**config.mk**
```make
export PLATFORM = sky130hd
export DESIGN_NAME = hex_record_encoder_core
export DESIGN_NICKNAME = d
export VERILOG_FILES = /design/src/rtl/hre_pkg.sv /design/src/rtl/hre_front.sv /design/src/rtl/hre_queue.sv /design/src/rtl/hre_back.sv /design/src/rtl/hex_record_encoder_core.sv
export SDC_FILE = /design/constraint.sdc
export NUM_CORES = 1
export LEC_CHECK = 0
export ABC_CLOCK_PERIOD_IN_PS = 5350
export BUFFER_PORTS_ARGS = -buffer_cell sky130_fd_sc_hd__buf_2
export CAP_MARGIN = 20
export CORE_MARGIN = 5
export CORE_UTILIZATION = 59
export CTS_BUF_LIST = sky130_fd_sc_hd__clkbuf_4 sky130_fd_sc_hd__clkbuf_8
export CTS_CLUSTER_DIAMETER = 40
export DETAILED_ROUTE_END_ITERATION = 8
export PLACE_DENSITY_LB_ADDON = 0.05
export SLEW_MARGIN = 25
export SYNTH_ARGS = -nofsm -noshare
export SYNTH_HDL_FRONTEND = slang
export SYNTH_HIERARCHICAL = 1
export SYNTH_SLANG_ARGS = --single-unit
```
**constraint.sdc**
```tcl
create_clock -name i_clk -period 5.35 [get_ports i_clk]
set_clock_uncertainty 0.2 [all_clocks]
set_input_delay 0 -clock i_clk [delete_from_list [all_inputs] [get_ports i_clk]]
set_output_delay 0 -clock i_clk [all_outputs]
set_load 0.005 [all_outputs]
```
**src/rtl/hre_pkg.sv**
```systemverilog
// ----------------------------------------------------------------------------
// hre_pkg
// shared types, constants and helpers of the hex record encoder
// ----------------------------------------------------------------------------
package hre_pkg;

    localparam int unsigned TAPE_LINE_BYTES_DEF = 24;
    localparam int unsigned IHEX_LINE_BYTES_DEF = 32;
    localparam int unsigned QUEUE_DEPTH         = 4;

    localparam logic [1:0]  FMT_RAW  = 2'd0;
    localparam logic [1:0]  FMT_TAPE = 2'd1;
    localparam logic [1:0]  FMT_IHEX = 2'd2;
    localparam logic [1:0]  FMT_NONE = 2'd3;

    localparam logic [1:0]  REG_FORMAT = 2'd0;
    localparam logic [1:0]  REG_LENGTH = 2'd1;
    localparam logic [1:0]  REG_BASE   = 2'd2;

    localparam logic [1:0]  RST_FORMAT       = FMT_IHEX;
    localparam logic [16:0] RST_IMAGE_LENGTH = 17'd1;
    localparam logic [15:0] RST_BASE_ADDRESS = 16'd0;

    localparam logic [7:0]  CH_SEMI  = 8'h3B;
    localparam logic [7:0]  CH_COLON = 8'h3A;
    localparam logic [7:0]  CH_ZERO  = 8'h30;
    localparam logic [7:0]  CH_ONE   = 8'h31;
    localparam logic [7:0]  CH_F     = 8'h46;
    localparam logic [7:0]  CH_NL    = 8'h0A;

    localparam logic [3:0]  TRL_LAST = 4'd11;

    typedef enum logic [4:0] {
        S_RAW,
        S_MARK,
        S_LEN_HI,
        S_LEN_LO,
        S_ADR_3,
        S_ADR_2,
        S_ADR_1,
        S_ADR_0,
        S_TYPE_HI,
        S_TYPE_LO,
        S_DAT_HI,
        S_DAT_LO,
        S_SUM_3,
        S_SUM_2,
        S_SUM_1,
        S_SUM_0,
        S_EOL,
        S_TRL
    } t_step;

    typedef struct packed {
        logic        raw;
        logic        tape;
        logic        head;
        logic        tail;
        logic        file_last;
        logic [7:0]  data;
        logic [7:0]  line_len;
        logic [15:0] line_addr;
        logic [15:0] chk;
        logic [15:0] lines;
        logic [15:0] lines_chk;
    } t_job;

    function automatic logic [7:0] hex_char(input logic [3:0] d);
        logic [7:0] c;
        if (d < 4'd10) begin
            c = 8'h30 + {4'd0, d};
        end else begin
            c = 8'h37 + {4'd0, d};
        end
        return c;
    endfunction

endpackage

```
**src/rtl/hre_front.sv**
```systemverilog
// ----------------------------------------------------------------------------
// hre_front
// takes image bytes, tracks line state and builds one job per item
// ----------------------------------------------------------------------------
module hre_front #(
    parameter int unsigned TAPE_LINE_BYTES = hre_pkg::TAPE_LINE_BYTES_DEF,
    parameter int unsigned IHEX_LINE_BYTES = hre_pkg::IHEX_LINE_BYTES_DEF
) (
    input  logic               i_clk,
    input  logic               i_rst_n,
    input  logic               i_restart,
    input  logic [1:0]         i_format,
    input  logic [16:0]        i_image_length,
    input  logic [15:0]        i_base_address,
    input  logic               i_valid,
    input  logic [7:0]         i_data_byte,
    output logic               o_stall,
    input  logic               i_q_full,
    output logic               o_push,
    output hre_pkg::t_job      o_job
);

    logic [16:0] r_bytes_left, n_bytes_left;
    logic [7:0]  r_line_pos, n_line_pos;
    logic [7:0]  r_line_len, n_line_len;
    logic [15:0] r_line_addr, n_line_addr;
    logic [15:0] r_run_sum, n_run_sum;
    logic [15:0] r_lines, n_lines;

    logic        accept;
    logic        active;
    logic        raw;
    logic        tape;
    logic        first;
    logic        last;
    logic        tail;
    logic [16:0] bl_dec;
    logic [7:0]  per_line;
    logic [7:0]  len;
    logic [15:0] base_sum;
    logic [15:0] sum_new;
    logic [7:0]  pos_new;
    logic [15:0] lines_new;
    logic [7:0]  cc;

    assign o_stall = i_q_full;
    assign accept  = i_valid && !i_q_full;

    always_comb begin
        active    = (r_bytes_left != 17'd0) && (i_format != hre_pkg::FMT_NONE);
        raw       = (i_format == hre_pkg::FMT_RAW);
        tape      = (i_format == hre_pkg::FMT_TAPE);
        bl_dec    = r_bytes_left - 17'd1;
        last      = (bl_dec == 17'd0);
        first     = (r_line_pos == 8'd0);
        per_line  = tape ? 8'(TAPE_LINE_BYTES) : 8'(IHEX_LINE_BYTES);
        if (first) begin
            len = (r_bytes_left > {9'd0, per_line}) ? per_line : r_bytes_left[7:0];
            base_sum = {8'd0, len} + {8'd0, r_line_addr[15:8]} + {8'd0, r_line_addr[7:0]};
        end else begin
            len      = r_line_len;
            base_sum = r_run_sum;
        end
        sum_new   = base_sum + {8'd0, i_data_byte};
        pos_new   = r_line_pos + 8'd1;
        tail      = (pos_new >= len) || last;
        lines_new = r_lines + 16'd1;
        cc        = ~sum_new[7:0] + 8'd1;

        o_job.raw       = raw;
        o_job.tape      = tape;
        o_job.head      = first;
        o_job.tail      = tail;
        o_job.file_last = last;
        o_job.data      = i_data_byte;
        o_job.line_len  = len;
        o_job.line_addr = r_line_addr;
        o_job.chk       = tape ? sum_new : {8'd0, cc};
        o_job.lines     = lines_new;
        o_job.lines_chk = {8'd0, lines_new[15:8]} + {8'd0, lines_new[7:0]};

        o_push = accept && active;

        n_bytes_left = r_bytes_left;
        n_line_pos   = r_line_pos;
        n_line_len   = r_line_len;
        n_line_addr  = r_line_addr;
        n_run_sum    = r_run_sum;
        n_lines      = r_lines;
        if (i_restart) begin
            n_bytes_left = i_image_length;
            n_line_pos   = 8'd0;
            n_line_len   = 8'd0;
            n_line_addr  = i_base_address;
            n_run_sum    = 16'd0;
            n_lines      = 16'd0;
        end else if (o_push) begin
            n_bytes_left = bl_dec;
            if (!raw) begin
                n_run_sum  = sum_new;
                n_line_len = len;
                if (tail) begin
                    n_line_addr = r_line_addr + {8'd0, pos_new};
                    n_lines     = lines_new;
                    n_line_pos  = 8'd0;
                end else begin
                    n_line_pos = pos_new;
                end
            end
        end
    end

    always_ff @(posedge i_clk) begin
        if (!i_rst_n) begin
            r_bytes_left <= hre_pkg::RST_IMAGE_LENGTH;
            r_line_pos   <= 8'd0;
            r_line_len   <= 8'd0;
            r_line_addr  <= hre_pkg::RST_BASE_ADDRESS;
            r_run_sum    <= 16'd0;
            r_lines      <= 16'd0;
        end else begin
            r_bytes_left <= n_bytes_left;
            r_line_pos   <= n_line_pos;
            r_line_len   <= n_line_len;
            r_line_addr  <= n_line_addr;
            r_run_sum    <= n_run_sum;
            r_lines      <= n_lines;
        end
    end

endmodule

```
**src/rtl/hre_queue.sv**
```systemverilog
// ----------------------------------------------------------------------------
// hre_queue
// short job queue between front and back
// ----------------------------------------------------------------------------
module hre_queue (
    input  logic               i_clk,
    input  logic               i_rst_n,
    input  logic               i_push,
    input  hre_pkg::t_job      i_job,
    output logic               o_full,
    input  logic               i_pop,
    output logic               o_empty,
    output hre_pkg::t_job      o_job
);

    localparam int unsigned AW = $clog2(hre_pkg::QUEUE_DEPTH);
    localparam int unsigned CW = $clog2(hre_pkg::QUEUE_DEPTH + 1);

    hre_pkg::t_job r_mem [hre_pkg::QUEUE_DEPTH];
    logic [AW-1:0] r_wr, r_rd;
    logic [CW-1:0] r_count, n_count;

    assign o_full  = (r_count == CW'(hre_pkg::QUEUE_DEPTH));
    assign o_empty = (r_count == '0);
    assign o_job   = r_mem[r_rd];

    always_comb begin
        n_count = r_count;
        if (i_push && !i_pop) begin
            n_count = r_count + 1'b1;
        end else if (i_pop && !i_push) begin
            n_count = r_count - 1'b1;
        end
    end

    always_ff @(posedge i_clk) begin
        if (i_push) begin
            r_mem[r_wr] <= i_job;
        end
    end

    always_ff @(posedge i_clk) begin
        if (!i_rst_n) begin
            r_wr    <= '0;
            r_rd    <= '0;
            r_count <= '0;
        end else begin
            if (i_push) begin
                r_wr <= (r_wr == AW'(hre_pkg::QUEUE_DEPTH - 1)) ? '0 : r_wr + 1'b1;
            end
            if (i_pop) begin
                r_rd <= (r_rd == AW'(hre_pkg::QUEUE_DEPTH - 1)) ? '0 : r_rd + 1'b1;
            end
            r_count <= n_count;
        end
    end

    a_no_overflow: assert property (@(posedge i_clk) disable iff (!i_rst_n)
        i_push |-> !o_full || i_pop)
        else $error("job pushed into full queue");

    a_no_underflow: assert property (@(posedge i_clk) disable iff (!i_rst_n)
        i_pop |-> !o_empty)
        else $error("job popped from empty queue");

    a_count_up: assert property (@(posedge i_clk) disable iff (!i_rst_n)
        (i_push && !i_pop) |=> r_count == $past(r_count) + 1'b1)
        else $error("queue fill level lost a push");

endmodule

```
**src/rtl/hre_back.sv**
```systemverilog
// ----------------------------------------------------------------------------
// hre_back
// walks each job one character per cycle into the output register while the output is not stalled
// ----------------------------------------------------------------------------
module hre_back (
    input  logic               i_clk,
    input  logic               i_rst_n,
    input  logic               i_q_empty,
    input  hre_pkg::t_job      i_job,
    output logic               o_pop,
    output logic               o_out_valid,
    input  logic               i_out_stall,
    output logic [7:0]         o_out_char,
    output logic               o_run_last,
    output logic               o_file_done
);

    logic               r_busy;
    hre_pkg::t_job      r_job;
    hre_pkg::t_step     r_step, n_step, first_step;
    logic [3:0]         r_trl_idx, n_trl_idx;
    logic               r_out_valid;
    logic [7:0]         r_out_char;
    logic               r_run_last;
    logic               r_file_done;

    logic               slot_free;
    logic               emit;
    logic               done;
    logic               load;
    logic               last_char;
    logic [7:0]         ch;
    logic [7:0]         trl_ch;

    always_comb begin
        if (i_job.raw) begin
            first_step = hre_pkg::S_RAW;
        end else if (i_job.head) begin
            first_step = hre_pkg::S_MARK;
        end else begin
            first_step = hre_pkg::S_DAT_HI;
        end
    end

    always_comb begin
        if (r_job.tape) begin
            unique case (r_trl_idx)
                4'd0:                      trl_ch = hre_pkg::CH_SEMI;
                4'd1, 4'd2:                trl_ch = hre_pkg::CH_ZERO;
                4'd3:                      trl_ch = hre_pkg::hex_char(r_job.lines[15:12]);
                4'd4:                      trl_ch = hre_pkg::hex_char(r_job.lines[11:8]);
                4'd5:                      trl_ch = hre_pkg::hex_char(r_job.lines[7:4]);
                4'd6:                      trl_ch = hre_pkg::hex_char(r_job.lines[3:0]);
                4'd7:                      trl_ch = hre_pkg::hex_char(r_job.lines_chk[15:12]);
                4'd8:                      trl_ch = hre_pkg::hex_char(r_job.lines_chk[11:8]);
                4'd9:                      trl_ch = hre_pkg::hex_char(r_job.lines_chk[7:4]);
                4'd10:                     trl_ch = hre_pkg::hex_char(r_job.lines_chk[3:0]);
                default:                   trl_ch = hre_pkg::CH_NL;
            endcase
        end else begin
            unique case (r_trl_idx)
                4'd0:                      trl_ch = hre_pkg::CH_COLON;
                4'd1, 4'd2, 4'd3, 4'd4,
                4'd5, 4'd6, 4'd7:          trl_ch = hre_pkg::CH_ZERO;
                4'd8:                      trl_ch = hre_pkg::CH_ONE;
                4'd9, 4'd10:               trl_ch = hre_pkg::CH_F;
                default:                   trl_ch = hre_pkg::CH_NL;
            endcase
        end
    end

    always_comb begin
        n_step    = r_step;
        n_trl_idx = r_trl_idx;
        last_char = 1'b0;
        ch        = hre_pkg::CH_NL;
        unique case (r_step)
            hre_pkg::S_RAW: begin
                ch        = r_job.data;
                last_char = 1'b1;
            end
            hre_pkg::S_MARK: begin
                ch     = r_job.tape ? hre_pkg::CH_SEMI : hre_pkg::CH_COLON;
                n_step = hre_pkg::S_LEN_HI;
            end
            hre_pkg::S_LEN_HI: begin
                ch     = hre_pkg::hex_char(r_job.line_len[7:4]);
                n_step = hre_pkg::S_LEN_LO;
            end
            hre_pkg::S_LEN_LO: begin
                ch     = hre_pkg::hex_char(r_job.line_len[3:0]);
                n_step = hre_pkg::S_ADR_3;
            end
            hre_pkg::S_ADR_3: begin
                ch     = hre_pkg::hex_char(r_job.line_addr[15:12]);
                n_step = hre_pkg::S_ADR_2;
            end
            hre_pkg::S_ADR_2: begin
                ch     = hre_pkg::hex_char(r_job.line_addr[11:8]);
                n_step = hre_pkg::S_ADR_1;
            end
            hre_pkg::S_ADR_1: begin
                ch     = hre_pkg::hex_char(r_job.line_addr[7:4]);
                n_step = hre_pkg::S_ADR_0;
            end
            hre_pkg::S_ADR_0: begin
                ch     = hre_pkg::hex_char(r_job.line_addr[3:0]);
                n_step = r_job.tape ? hre_pkg::S_DAT_HI : hre_pkg::S_TYPE_HI;
            end
            hre_pkg::S_TYPE_HI: begin
                ch     = hre_pkg::CH_ZERO;
                n_step = hre_pkg::S_TYPE_LO;
            end
            hre_pkg::S_TYPE_LO: begin
                ch     = hre_pkg::CH_ZERO;
                n_step = hre_pkg::S_DAT_HI;
            end
            hre_pkg::S_DAT_HI: begin
                ch     = hre_pkg::hex_char(r_job.data[7:4]);
                n_step = hre_pkg::S_DAT_LO;
            end
            hre_pkg::S_DAT_LO: begin
                ch = hre_pkg::hex_char(r_job.data[3:0]);
                if (!r_job.tail) begin
                    last_char = 1'b1;
                end else if (r_job.tape) begin
                    n_step = hre_pkg::S_SUM_3;
                end else begin
                    n_step = hre_pkg::S_SUM_1;
                end
            end
            hre_pkg::S_SUM_3: begin
                ch     = hre_pkg::hex_char(r_job.chk[15:12]);
                n_step = hre_pkg::S_SUM_2;
            end
            hre_pkg::S_SUM_2: begin
                ch     = hre_pkg::hex_char(r_job.chk[11:8]);
                n_step = hre_pkg::S_SUM_1;
            end
            hre_pkg::S_SUM_1: begin
                ch     = hre_pkg::hex_char(r_job.chk[7:4]);
                n_step = hre_pkg::S_SUM_0;
            end
            hre_pkg::S_SUM_0: begin
                ch     = hre_pkg::hex_char(r_job.chk[3:0]);
                n_step = hre_pkg::S_EOL;
            end
            hre_pkg::S_EOL: begin
                ch = hre_pkg::CH_NL;
                if (r_job.file_last) begin
                    n_step    = hre_pkg::S_TRL;
                    n_trl_idx = 4'd0;
                end else begin
                    last_char = 1'b1;
                end
            end
            hre_pkg::S_TRL: begin
                ch = trl_ch;
                if (r_trl_idx == hre_pkg::TRL_LAST) begin
                    last_char = 1'b1;
                end else begin
                    n_trl_idx = r_trl_idx + 4'd1;
                end
            end
            default: begin
                ch        = hre_pkg::CH_NL;
                last_char = 1'b1;
            end
        endcase
    end

    assign slot_free = !r_out_valid || !i_out_stall;
    assign emit      = r_busy && slot_free;
    assign done      = emit && last_char;
    assign load      = (!r_busy || done) && !i_q_empty;
    assign o_pop     = load;

    always_ff @(posedge i_clk) begin
        if (load) begin
            r_job <= i_job;
        end
        if (emit) begin
            r_out_char  <= ch;
            r_run_last  <= last_char;
            r_file_done <= last_char && r_job.file_last;
        end
    end

    always_ff @(posedge i_clk) begin
        if (!i_rst_n) begin
            r_busy      <= 1'b0;
            r_step      <= hre_pkg::S_RAW;
            r_trl_idx   <= 4'd0;
            r_out_valid <= 1'b0;
        end else begin
            if (load) begin
                r_busy    <= 1'b1;
                r_step    <= first_step;
                r_trl_idx <= 4'd0;
            end else if (done) begin
                r_busy <= 1'b0;
            end else if (emit) begin
                r_step    <= n_step;
                r_trl_idx <= n_trl_idx;
            end
            if (emit) begin
                r_out_valid <= 1'b1;
            end else if (slot_free) begin
                r_out_valid <= 1'b0;
            end
        end
    end

    assign o_out_valid = r_out_valid;
    assign o_out_char  = r_out_char;
    assign o_run_last  = r_run_last;
    assign o_file_done = r_file_done;

    a_done_ends_item: assert property (@(posedge i_clk) disable iff (!i_rst_n)
        (r_out_valid && r_file_done) |-> r_run_last)
        else $error("file end flagged on a character that does not close its item");

    a_trl_in_range: assert property (@(posedge i_clk) disable iff (!i_rst_n)
        (r_busy && r_step == hre_pkg::S_TRL) |-> r_trl_idx <= hre_pkg::TRL_LAST)
        else $error("trailer index ran past the record");

    a_ihex_short_sum: assert property (@(posedge i_clk) disable iff (!i_rst_n)
        (r_busy && !r_job.tape) |-> r_step != hre_pkg::S_SUM_3 && r_step != hre_pkg::S_SUM_2)
        else $error("intel record took the four digit checksum path");

endmodule

```
**src/rtl/hex_record_encoder_core.sv**
```systemverilog
// ----------------------------------------------------------------------------
// hex_record_encoder_core
// turns image bytes into a raw, paper-tape or intel hex object file
//
//   channel   direction   handshake                 payload
//   in        input       i_in_valid / o_in_stall   i_data_byte
//   out       output      o_out_valid / i_out_stall o_out_char, o_run_last,
//                                                   o_file_done
//   config    input       psel / penable / pwrite   paddr, pwdata, prdata
//
// one output character per cycle from the back sequencer while not stalled;
// an item yields 1 character raw, 2 mid-line and up to 26 at image end
// the front takes an item a cycle until the four-deep job queue fills
// synchronous active-low reset; registers return to intel hex, length 1
// a format, length or base write restarts the run; output stall holds the back
// ----------------------------------------------------------------------------
module hex_record_encoder_core #(
    parameter int unsigned TAPE_LINE_BYTES = hre_pkg::TAPE_LINE_BYTES_DEF,
    parameter int unsigned IHEX_LINE_BYTES = hre_pkg::IHEX_LINE_BYTES_DEF
) (
    input  logic        i_clk,
    input  logic        i_rst_n,
    input  logic        psel,
    input  logic        penable,
    input  logic        pwrite,
    input  logic [3:0]  paddr,
    input  logic [31:0] pwdata,
    output logic [31:0] prdata,
    output logic        pready,
    input  logic        i_in_valid,
    output logic        o_in_stall,
    input  logic [7:0]  i_data_byte,
    output logic        o_out_valid,
    input  logic        i_out_stall,
    output logic [7:0]  o_out_char,
    output logic        o_run_last,
    output logic        o_file_done
);

    logic [1:0]    r_format;
    logic [16:0]   r_image_length;
    logic [15:0]   r_base_address;
    logic          wr;
    logic          restart;
    logic [16:0]   length_next;
    logic [15:0]   base_next;

    logic          push;
    logic          pop;
    logic          q_full;
    logic          q_empty;
    hre_pkg::t_job job_in;
    hre_pkg::t_job job_out;

    assign pready  = 1'b1;
    assign wr      = psel && penable && pwrite && pready;
    assign restart = wr && ((paddr[3:2] == hre_pkg::REG_FORMAT) ||
                            (paddr[3:2] == hre_pkg::REG_LENGTH) ||
                            (paddr[3:2] == hre_pkg::REG_BASE));

    // restart loads the value being written in the same cycle
    assign length_next = (wr && (paddr[3:2] == hre_pkg::REG_LENGTH)) ? pwdata[16:0]
                                                                      : r_image_length;
    assign base_next   = (wr && (paddr[3:2] == hre_pkg::REG_BASE)) ? pwdata[15:0]
                                                                    : r_base_address;

    always_ff @(posedge i_clk) begin
        if (!i_rst_n) begin
            r_format       <= hre_pkg::RST_FORMAT;
            r_image_length <= hre_pkg::RST_IMAGE_LENGTH;
            r_base_address <= hre_pkg::RST_BASE_ADDRESS;
        end else if (wr) begin
            case (paddr[3:2])
                hre_pkg::REG_FORMAT: r_format       <= pwdata[1:0];
                hre_pkg::REG_LENGTH: r_image_length <= pwdata[16:0];
                hre_pkg::REG_BASE:   r_base_address <= pwdata[15:0];
                default: ;
            endcase
        end
    end

    always_comb begin
        unique case (paddr[3:2])
            hre_pkg::REG_FORMAT: prdata = {30'd0, r_format};
            hre_pkg::REG_LENGTH: prdata = {15'd0, r_image_length};
            hre_pkg::REG_BASE:   prdata = {16'd0, r_base_address};
            default:             prdata = 32'd0;
        endcase
    end

    hre_front #(
        .TAPE_LINE_BYTES (TAPE_LINE_BYTES),
        .IHEX_LINE_BYTES (IHEX_LINE_BYTES)
    ) u_front (
        .i_clk          (i_clk),
        .i_rst_n        (i_rst_n),
        .i_restart      (restart),
        .i_format       (r_format),
        .i_image_length (length_next),
        .i_base_address (base_next),
        .i_valid        (i_in_valid),
        .i_data_byte    (i_data_byte),
        .o_stall        (o_in_stall),
        .i_q_full       (q_full),
        .o_push         (push),
        .o_job          (job_in)
    );

    hre_queue u_queue (
        .i_clk   (i_clk),
        .i_rst_n (i_rst_n),
        .i_push  (push),
        .i_job   (job_in),
        .o_full  (q_full),
        .i_pop   (pop),
        .o_empty (q_empty),
        .o_job   (job_out)
    );

    hre_back u_back (
        .i_clk       (i_clk),
        .i_rst_n     (i_rst_n),
        .i_q_empty   (q_empty),
        .i_job       (job_out),
        .o_pop       (pop),
        .o_out_valid (o_out_valid),
        .i_out_stall (i_out_stall),
        .o_out_char  (o_out_char),
        .o_run_last  (o_run_last),
        .o_file_done (o_file_done)
    );

endmodule

```
==> results of run 1 <==
==> per-layer routing <==
metal / vias up / GRT usage (%) / wire length (µm)
met3: 125 / 4.11 / 3880
met2: 572 / 43.2 / 33100
met4: 2 / 7.80 / 1720
met5: - / 0 / 11
met1: 9304 / 35.9 / 29700
li1: 8766 / - / -
==> power by group through the flow <==
| stage | Clock, mW | Sequential (mW) | Combinational (mW) |
|---|---|---|---|
| after floorplan | 0 | 6.76 | 4.28 |
| after global placement | 0 | 7.08 | 5.59 |
| after detailed placement | 0 | 7.13 | 5.72 |
| after CTS | 4.15 | 7.05 | 5.81 |
| after global routing | 4.37 | 7.17 | 6.50 |
| final | 4.05 | 7.05 | 5.91 |
==> cell families (layout without fill, tap and decap cells) <==
kind of cell	after synthesis	after routing	share of synthesized area [%]
XOR/XNOR	115	115	3.55
AO/OA/AOI/OAI	430	430	9.91
buffers and inverters	250	483	4.77
multiplexers	166	166	10.1
flip-flops	574	574	55.8
adder cells (fa/ha/maj)	93	93	4.45
other	4	25	0.0530
AND/OR/NAND/NOR	628	628	11.3
==> metrics by stage <==
step,hold slack (ns),setup TNS [ns]
floorplan,-0.117,0
global placement,0.0564,-0.0476
detailed placement,0.0778,-1.51
CTS,0.00698,0
global route,0.0295,-0.437
finish,0.0573,0
==> cell usage after synthesis, types with 9 or more instances <==
library cell    n  area, µm²
a211oi_1       29        218
a21o_1         12       90.1
a21oi_1       107        536
a22o_1         16        140
a22oi_1        11       82.6
a31oi_1        11       68.8
and2_1         34        213
and3_1         24        150
buf_1           9       33.8
buf_2          11       55.1
buf_4          45        338
buf_6          12        135
clkbuf_1       53        199
dfxtp_1       141       2820
edfxtp_1      433      13000
fa_1           13        260
ha_1           80       1000
inv_1         108        405
mux2_4         27        405
mux2i_1        46        460
mux4_2         85       1910
nand2_1       209        785
nand2b_1       16        100
nand3_1        42        210
nand4_1        26        163
nor2_1        111        417
nor2b_1        38        238
nor3_1         44        220
nor4_1         14       87.6
o21a_1         17        128
o21ai_0       112        561
o22ai_1        18        113
or3_1          11       68.8
xnor2_1        74        648
xor2_1         41        359
==> how the worst max path moves through the flow <==
stage                     slack [ns]   startpoint                   end  cells past startpoint
after CTS                      0.007  r_format[1]  u_queue/r_mem[2][44]                     26
after floorplan                 0.03  r_format[1]  u_queue/r_mem[0][47]                     28
after detailed placement       -0.14  r_format[1]  u_queue/r_mem[3][47]                     26
after global routing           -0.06  r_format[1]  u_queue/r_mem[1][46]                     25
final                           0.16  r_format[1]  u_queue/r_mem[2][46]                     25
after global placement         -0.01  r_format[1]  u_queue/r_mem[0][42]                     26
==> sequential cells by signal, summed over array words and instances (netlist names), named ones only <==
name and cells:
u_front/r_bytes_left 17, u_queue/r_wr 2, u_front/r_lines 16, r_base_address 16, u_back/o_file_done 1, u_back/o_run_last 1, u_front/r_run_sum 16, r_image_length 17
u_queue/r_rd 2, u_back/r_trl_idx 4, u_front/r_line_len 8, u_back/o_out_char 8, u_queue/r_count 3, r_format 2, u_back/r_busy 1, u_back/r_job 83
u_queue/r_mem 340, u_back/o_out_valid 1, u_front/r_line_pos 8, u_front/r_line_addr 16, u_back/r_step 5
==> critical path: stages, from the launching register on <==
cell	delay (ns)
dfxtp_1	0.31
nand2b_4	0.15
ha_4	0.22
a211oi_2	0.20
a21oi_1	0.06
nor2_1	0.14
a21oi_1	0.07
nor2b_2	0.18
nand2_2	0.08
fa_1	0.44
inv_1	0.09
ha_2	0.19
inv_1	0.05
fa_2	0.34
nor2b_1	0.12
o21a_1	0.16
o21ai_2	0.08
nor2b_1	0.13
mux2_2	0.29
ha_4	0.30
nand2_1	0.07
o21ai_2	0.14
o41a_1	0.22
o311ai_4	0.18
or3_1	0.42
a21oi_2	0.21
==> layout make-up <==
class                   instances  area (µm²)  area share [%]
clock buffers                 135        1710            5.32
well taps                     615         769            2.40
flip-flops and latches        574       15800            49.3
inverters                     111         417            1.30
clock inverters                42         358            1.11
repair buffers                195        1550            4.83
multi-input cells            1457       11500            35.7
==> what timing repair did <==
action                     in CTS  in global routing
pin swaps                       5                 14
setup endpoints to repair      22                 48
hold endpoints to repair      221                  0
hold buffers                   76                  0
setup buffers                   2                  6
resized for setup               6                 28
==> impl_metrics.csv, run 1 <==
group,metric,value,unit
status,status,"complete, no violations",
logic_synthesis,async_flop_share,0,%
layout,utilization,67.4,%
logic_synthesis,synth_area,28300,µm²
placement,numPortBuffers,62,
setup_path,cp_data_required_time,5.67,ns
sta,final-setup-viol-count,0,
cts,tritoncts,"yes",
layout,synthToLayoutAreaGrowth,13.3,%
layout,post_route_cells_drive_above_1_share,19.4,%
floorplan,die_h,229,µm
cts,h-tree-depth,3,
cts,cts_buffer_depth,3,
placement,place.gp.congestion,0.907,
global_routing,grt_overflow_total,0,
sta,finalHoldViolations,0,
placement,placed_cells,2868,
layout,nets,2581,
sta,max_freq,193,MHz
drt,routed_wl,68400,µm
floorplan,start_util,59.5,%
drt,wl_per_cell,21.9,µm
pwr,p_total,17.0,mW
floorplan,die_area,52500,µm²
min_path,hold_depth,2,
layout,fin_area,32100,µm²
cts,clock_sinks,574,
cts,clock_latency,0.69,ns
drt,vias_per_cell,6.00,
global_routing,grt_pass1_vias,19100,
pwr,p_switching,6.12,mW
layout,layoutNonFillerInstCount,3129,
floorplan,die_w,229,µm
cts,cts_buffers,98,
sta,finalCritPeriodShare,97.0,%
logic_synthesis,synthCells,2260,
pwr,p_leak,11.9,nW
logic_synthesis,synth_edf_count,433,
pwr,p_int,10.9,mW
placement,post-place-ws,-0.136,ns
global_routing,grt_pass1_wl,108000,µm
setup_path,crit_fanout,7,
logic_synthesis,yosys_register_bits,574,
placement,dpl-instance-area,29100,µm²
cts,path_clk_slew,0.06,ns
drt,num_vias,18800,
global_routing,grt_usage,26.0,%
min_path,hold_path_end,"u_queue/r_mem[2][73]",
logic_synthesis,synth_flop_cell,"edfxtp_1",
layout,nFillCells,3537,
sta,worst_pin_slew,1.03,ns
drt,drc,0,
sta,maxSlewViolCount,0,
global_routing,antenna_found_initial,2,
setup_path,rrSetupSlack,0.16,ns
pwr,switching_share,36.0,%
drt,drt_iter0_drc,1621,
sta,finalWorstSetupSlack,0.163,ns
global_routing,grt_max_degree,72,
job,maxCapViolations,0,
setup_path,path_class,"flop to flop",
layout,mostFrequentLayoutCell,"edfxtp_1",
drt,first_pass_iters,5,
pwr,power_frac_seq,41.4,%
pwr,clockPowerShare,23.8,%
drt,drtAntennaViolNets,0,
setup_path,r2r_end,"u_queue/r_mem[2][46]",
floorplan,ios,96,
logic_synthesis,ys_seq_area_share,55.8,%
layout,final_cell_mix,"433 x edfxtp_1, 208 x nand2_1, 138 x dfxtp_1, 111 x clkbuf_8",
layout,n_antenna_cell,0,
setup_path,critPathLaunchType,"flop",
floorplan,row_count,80,
setup_path,reg2reg_from,"r_format[1]",
cts,clock-root-buffer,"clkbuf_8",
floorplan,core,47600,µm²
logic_synthesis,synth.avg_cell_area,12.5,µm²
setup_path,reg2reg_depth,25,
pwr,p_per_area,530,nW/µm²
min_path,min_from,"i_data_byte[1]",
sta,fin_crit,5.19,ns
setup_path,endpoint_kind,"flop",
logic_synthesis,yosysUniqueCellTypes,103,
pwr,combPwrFrac,34.8,%
min_path,hold_path.class,"input port to flop",
pwr,irDropWorstVdd,399,µV
logic_synthesis,yosysWarnings,6,
placement,place_hpwl,46400,µm
sta,max-slew-margin-rel,31.3,%
setup_path,critPathArrivalTime,5.51,ns
No activity file was read; power rests on OpenSTA's default activity.
==> run 2: changes to the inputs <==
- CORE_ASPECT_RATIO: unset -> 0.9
- REMOVE_ABC_BUFFERS: unset -> 1
==> run 2 against run 1 <==
Sequential share of layout area is 0.51 points lower. Critical path type unchanged. Flip-flop and latch count unchanged. Final cell count up 1.1%.
==> impl_metrics.csv, run 2 (synthesized netlist as in run 1, its figures left out) <==
group,metric,value,unit
status,status,"complete, no violations",
layout,final_cell_mix,"433 x edfxtp_1, 207 x nand2_1, 137 x dfxtp_1, 107 x clkbuf_8, 106 x o21ai_0",
sta,finalCritPeriodShare,98.1,%
drt,drt_iter0_drc,1516,
drt,routed_wl,68900,µm
pwr,p_total,17.3,mW
min_path,hold_path_end,"u_front/r_bytes_left[8]",
sta,max_freq,190,MHz
pwr,p_per_area,532,nW/µm²
floorplan,die_area,52500,µm²
drt,vias_per_cell,5.95,
global_routing,antenna_found_initial,1,
setup_path,crit_fanout,7,
placement,dpl-instance-area,29200,µm²
layout,nets,2602,
cts,tritoncts,"yes",
setup_path,reg2reg_from,"r_format[1]",
setup_path,critPathArrivalTime,5.56,ns
setup_path,slowest_delay,0.58,ns
setup_path,reg2reg_depth,28,
min_path,hold_depth,4,
placement,place.gp.congestion,0.934,
cts,clock_sinks,574,
min_path,hold_path.class,"input port to flop",
floorplan,start_util,59.4,%
setup_path,critPathMostFrequentCell,"nor2_1",
drt,wl_per_cell,21.8,µm
cts,cts_buffer_depth,3,
global_routing,grt_overflow_total,0,
global_routing,grt_pass1_wl,106000,µm
global_routing,grt_usage,26.1,%
floorplan,core,47700,µm²
layout,synthToLayoutAreaGrowth,14.5,%
layout,top_register,"u_queue/r_mem",
layout,nFillCells,3540,
sta,final-setup-viol-count,0,
cts,clock-root-buffer,"clkbuf_8",
placement,placed_cells,2895,
drt,drc,0,
cts,path_clk_slew,0.06,ns
setup_path,rrSetupSlack,0.1,ns
global_routing,grt_pass1_vias,18500,
drt,num_vias,18800,
drt,first_pass_iters,6,
sta,grt_setup_unrepaired,"yes",
layout,multi_input_area,11600,µm²
floorplan,row_count,76,
global_routing,grt_max_degree,69,
layout,mostFrequentLayoutCell,"edfxtp_1",
setup_path,endpoint_kind,"flop",
floorplan,ios,96,
layout,post_route_cells_drive_above_1_share,20.5,%
setup_path,path_class,"flop to flop",
setup_path,crit_path_top_delay_cell,"fa_2",
pwr,irDropWorstVdd,363,µV
setup_path,r2r_end,"u_queue/r_mem[0][46]",
sta,fin_crit,5.25,ns
floorplan,die_w,241,µm
sta,finalWorstSetupSlack,0.0996,ns
cts,clock_latency,0.69,ns
layout,layoutNonFillerInstCount,3164,
drt,drtAntennaViolNets,0,
cts,cts_buffers,96,
sta,maxSlewViolCount,0,
cts,h-tree-depth,3,
job,maxCapViolations,0,
floorplan,die_h,218,µm
setup_path,cp_data_required_time,5.66,ns
layout,regArea,15800,µm²
placement,post-place-ws,-0.129,ns
placement,place_hpwl,46700,µm
sta,finalHoldViolations,0,
layout,fin_area,32400,µm²
setup_path,critPathLaunchType,"flop",
min_path,min_from,"pwdata[8]",
layout,largest_reg_flops,340,
sta,worst_pin_slew,1.12,ns
sta,max-slew-margin-rel,24.7,%
placement,numPortBuffers,62,
pwr,p_leak,12.0,nW
layout,top_regs,"u_queue/r_mem: 340 flops, u_back/r_job: 83 flops",
## run 2: changes by cell type in the layout (fill, tap and decap cells not counted), sizes merged
cell	before	now
diode	0	1
clkinv	30	38
clkinvlp	6	4
clkbuf	135	129
buf	119	140
bufinv	3	5
dlygate4sd3	76	78
## run 2: worst max-delay path, delay by kind of cell (launching register included)
kind	cells	cell delay, ns
buffers and inverters	4	0.41
adder cells (fa/ha/maj)	5	1.52
AO/OA/AOI/OAI	10	1.44
AND/OR/NAND/NOR	9	1.17
flip-flops	1	0.32
## run 2: worst max path at each step
| stage | end | startpoint | slack, ns |
|---|---|---|---|
| after floorplan | flop | u_back/r_step[3] | -2.76 |
| after detailed placement | u_queue/r_mem[0][46] | r_format[1] | -0.13 |
| after global routing | u_queue/r_mem[0][46] | r_format[1] | -0.15 |
| after CTS | u_queue/r_mem[0][46] | r_format[1] | 0.00001 |
| after global placement | u_queue/r_mem[0][44] | r_format[1] | -0.07 |
| final | u_queue/r_mem[0][46] | r_format[1] | 0.1 |
## run 2: layer usage
layer	routed length (µm)	track usage [%]	vias to the layer above
li1	-	-	8825
met1	32100	39.7	9275
met2	31100	39.4	611
met3	4020	4.17	100
met4	1670	7.54	0
met5	0	0	-
## run 2: repair_timing
item	CTS	global route
setup buffers	1	9
hold buffers	78	0
hold endpoints to repair	189	0
gates resized for setup	11	64
pin swaps	4	50
setup endpoints to repair	27	53
## run 2: per-stage QoR
step                      hold slack, ns  TNS [ns]  utilization [%]
after floorplan                   -0.138   -170.77                -
after global placement            0.0660    -0.449             61.2
after detailed placement          0.0789     -1.81             61.2
after CTS                         0.0236         0             67.2
after global routing              0.0733     -2.53             68.0
final                             0.0924         0             68.0
## run 2: area by class of cell
| type | instances | share of cell area, % |
|---|---|---|
| clock inverter | 50 | 1.28 |
| timing repair buffer | 218 | 5.44 |
| clock buffer | 129 | 5.05 |
| inverter | 111 | 1.28 |
| antenna | 1 | 0.00771 |
| multi-input combinational | 1457 | 35.7 |
| tap | 624 | 2.41 |
| sequential | 574 | 48.8 |
## run 2: report_power, final
| part | internal (mW) | switching [mW] |
|---|---|---|
| clock network | 2.26 | 1.79 |
| logic | 2.55 | 3.64 |
| registers | 6.26 | 0.780 |
| total | 11.1 | 6.21 |
==> run 3: changes to the inputs <==
- BUFFER_PORTS_ARGS: -buffer_cell sky130_fd_sc_hd__buf_2 -> unset
- CORE_UTILIZATION: 59 -> 60
- DONT_BUFFER_PORTS: unset -> 1
- SYNTH_HIERARCHICAL: 1 -> unset
==> run 3 against run 2 <==
The flow now finishes with violations (negative setup slack). Synthesized area shrank 10%. Sequential power shrank 8.7%. Setup slack lost 0.30 ns. Register-to-register slack lost 0.30 ns. Sequential share of layout area is essentially flat. Global-route usage grew 1.6 points. Hold slack lost 0.015 ns. First-iteration DRC count shrank 7.5%. Total power shrank 9.2%. Critical path type unchanged. Critical endpoint is now u_queue.r_mem[1][35]. Largest power group unchanged. Highest routed layer unchanged.
==> impl_metrics.csv, run 3 <==
group,metric,value,unit
logic_synthesis,ys_seq_area_share,57.9,%
logic_synthesis,async_flop_share,0,%
logic_synthesis,ys_top_cells_by_area,"edfxtp_1 47%, dfxtp_1 11%, mux4_2 6.9%",
floorplan,die_area,46800,µm²
floorplan,row_count,71,
placement,placed_cells,2652,
sta,finalHoldViolations,0,
pwr,p_per_area,517,nW/µm²
sta,max-slew-margin-rel,29.9,%
layout,final_cell_mix,"398 x edfxtp_1, 182 x nor2_1, 173 x nand2_1, 138 x dfxtp_1, 121 x buf_4",
layout,top_regs,"u_queue.r_mem: 312 flops, u_back.r_job: 76 flops",
cts,clock-root-buffer,"clkbuf_8",
drt,first_pass_iters,6,
layout,layoutNonFillerInstCount,2922,
logic_synthesis,synth_area,25500,µm²
job,maxCapViolations,0,
floorplan,ios,96,
logic_synthesis,synth_edf_count,398,
cts,cts_buffer_depth,3,
global_routing,grt_pass1_vias,17700,
drt,drc,0,
floorplan,die_h,206,µm
drt,routed_wl,63800,µm
sta,final-setup-viol-count,44,
logic_synthesis,synthCells,2079,
setup_path,slowest_delay,0.56,ns
layout,top_register,"u_queue.r_mem",
global_routing,grt_overflow_total,0,
cts,tritoncts,"yes",
status,status,"complete, but fails checks",
drt,vias_per_cell,5.98,
placement,place_hpwl,43500,µm
drt,wl_per_cell,21.8,µm
sta,max_freq,180,MHz
logic_synthesis,synth_flop_cell,"edfxtp_1",
sta,finalWorstSetupSlack,-0.200,ns
setup_path,endpoint_kind,"flop",
cts,path_clk_slew,0.06,ns
global_routing,antenna_found_initial,0,
layout,post_route_cells_drive_above_1_share,19.7,%
layout,synthToLayoutAreaGrowth,18.8,%
layout,n_antenna_cell,0,
global_routing,grt_pass1_wl,99900,µm
cts,cts_buffers,87,
setup_path,crit_family,"simple AND/OR/NAND/NOR gates",
floorplan,die_w,227,µm
placement,place.gp.congestion,0.931,
min_path,hold_path.class,"input port to flop",
logic_synthesis,yosysUniqueCellTypes,75,
setup_path,crit_fanout,6,
layout,nets,2449,
sta,maxSlewViolCount,0,
logic_synthesis,synthTopCellsByCount,"398 x edfxtp_1, 192 x nor2_1, 177 x nand2_1, 141 x dfxtp_1, 104 x inv_1",
floorplan,core,41900,µm²
placement,post-place-ws,-0.628,ns
sta,finalCritPeriodShare,104,%
setup_path,critPathArrivalTime,5.74,ns
placement,numPortBuffers,0,
layout,mostFrequentLayoutCell,"edfxtp_1",
setup_path,cp_num_buf_inv,5,
setup_path,crit_path_top_delay_cell,"or4_4",
drt,num_vias,17500,
global_routing,grt_max_degree,79,
sta,fin_crit,5.55,ns
layout,largest_reg_flops,312,
cts,clock_sinks,539,
setup_path,cp_data_required_time,5.54,ns
pwr,p_leak,11.0,nW
sta,grt_setup_unrepaired,"yes",
cts,clock_latency,0.67,ns
floorplan,start_util,60.8,%
logic_synthesis,synth_most_common_cell,"edfxtp_1",
logic_synthesis,yosys.area.top_type_share,46.8,%
drt,drt_iter0_drc,1403,
pwr,irDropWorstVdd,421,µV
drt,drtAntennaViolNets,0,
logic_synthesis,yosys_register_bits,539,
logic_synthesis,synth_top_cell_by_area,"edfxtp_1",
setup_path,critPathLaunchType,"flop",
status,violations,"negative setup slack",
setup_path,path_class,"flop to flop",
cts,h-tree-depth,3,
global_routing,grt_usage,27.7,%
logic_synthesis,yosysWarnings,0,
sta,worst_pin_slew,1.05,ns
logic_synthesis,synth.avg_cell_area,12.3,µm²
-- run 3: changes by cell type in the layout (fill, tap and decap cells not counted), sizes merged, moves of 27 or more --
| cell | delta |
|---|---|
| mux2 | -30 |
| edfxtp | -35 |
| nand2 | -34 |
| o21ai | -35 |
| nor2 | +82 |
| xnor2 | +27 |
-- run 3: path summary, 6_finish.rpt --
| check | start | end | slack, ns | cells after the start |
|---|---|---|---|---|
| setup reg to reg | u_front.r_bytes_left[8] | u_queue.r_mem[1][35] | -0.20 | 27 |
| setup / recovery | u_front.r_bytes_left[8] | u_queue.r_mem[1][35] | -0.20 | 27 |
| hold reg to reg | u_front.r_line_len[3] | u_front.r_line_len[3] | 0.25 | 2 |
| hold / removal | i_data_byte[4] | u_queue.r_mem[0][69] | 0.08 | 1 |
-- run 3: stage by stage --
stage | setup TNS [ns] | power (mW) | util [%] | hold WS [ns] | cell area, µm²
detailed placement | -25.87 | 11.3 | 63.7 | -0.117 | 26700
global route | -20.01 | 16.5 | 72.3 | 0.0332 | 30300
global placement | -18.16 | 11.1 | 63.7 | -0.123 | 26700
CTS | -7.14 | 15.5 | 71.6 | 0.0262 | 30000
finish | -5.75 | 15.7 | 72.3 | 0.0776 | 30300
floorplan | -3.02 | 9.40 | - | -0.138 | 25100
-- run 3: metal layers --
layer | track usage (%) | vias to the layer above | wire length, µm
li1 | - | 8125 | -
met1 | 37.1 | 8666 | 27300
met2 | 46.4 | 532 | 31100
met3 | 4.52 | 136 | 3050
met4 | 9.57 | 0 | 2290
met5 | 0 | - | 0
-- run 3: report_power, final --
group          leakage, nW  internal (mW)  switching, mW  total, mW
combinational         5.04           2.29           2.96       5.25
clock                 1.04           2.34           1.66       4.00
sequential            4.89           5.71          0.723       6.43
total                 11.0           10.3           5.34       15.7
-- run 3: final cells by class --
cell class,count,area [µm²]
clock buffers,119,1510
fillers,2815,11600
flip-flops and latches,539,14800
multi-input cells,1347,10500
clock inverters,41,485
inverters,105,398
repair buffers,224,1970
well taps,547,684
-- run 3: timing repair --
item	CTS	global route
setup endpoints to repair	59	64
resized for setup	67	51
pin swaps	39	33
hold buffers	94	0
endpoints found under the hold margin	193	0
setup buffers	12	4
-- run 3: cell families after synthesis --
| kind of cell | count (synthesis) | synth area share (%) |
|---|---|---|
| compound gates | 367 | 9.22 |
| xor+xnor | 142 | 4.87 |
| fa+ha+maj | 94 | 4.79 |
| buf+inv | 209 | 3.41 |
| flops | 539 | 57.9 |
| mux | 127 | 8.83 |
| other cells | 2 | 0.0294 |
| simple gates | 599 | 10.9 |
-- run 3: worst reg2reg max path, delay by kind of cell (launching register included) --
| family | cells | cell delay (ns) |
|---|---|---|
| flops | 1 | 0.32 |
| xor+xnor | 2 | 0.29 |
| fa+ha+maj | 4 | 1.04 |
| buf+inv | 5 | 0.60 |
| simple gates | 9 | 1.79 |
| compound gates | 7 | 1.05 |
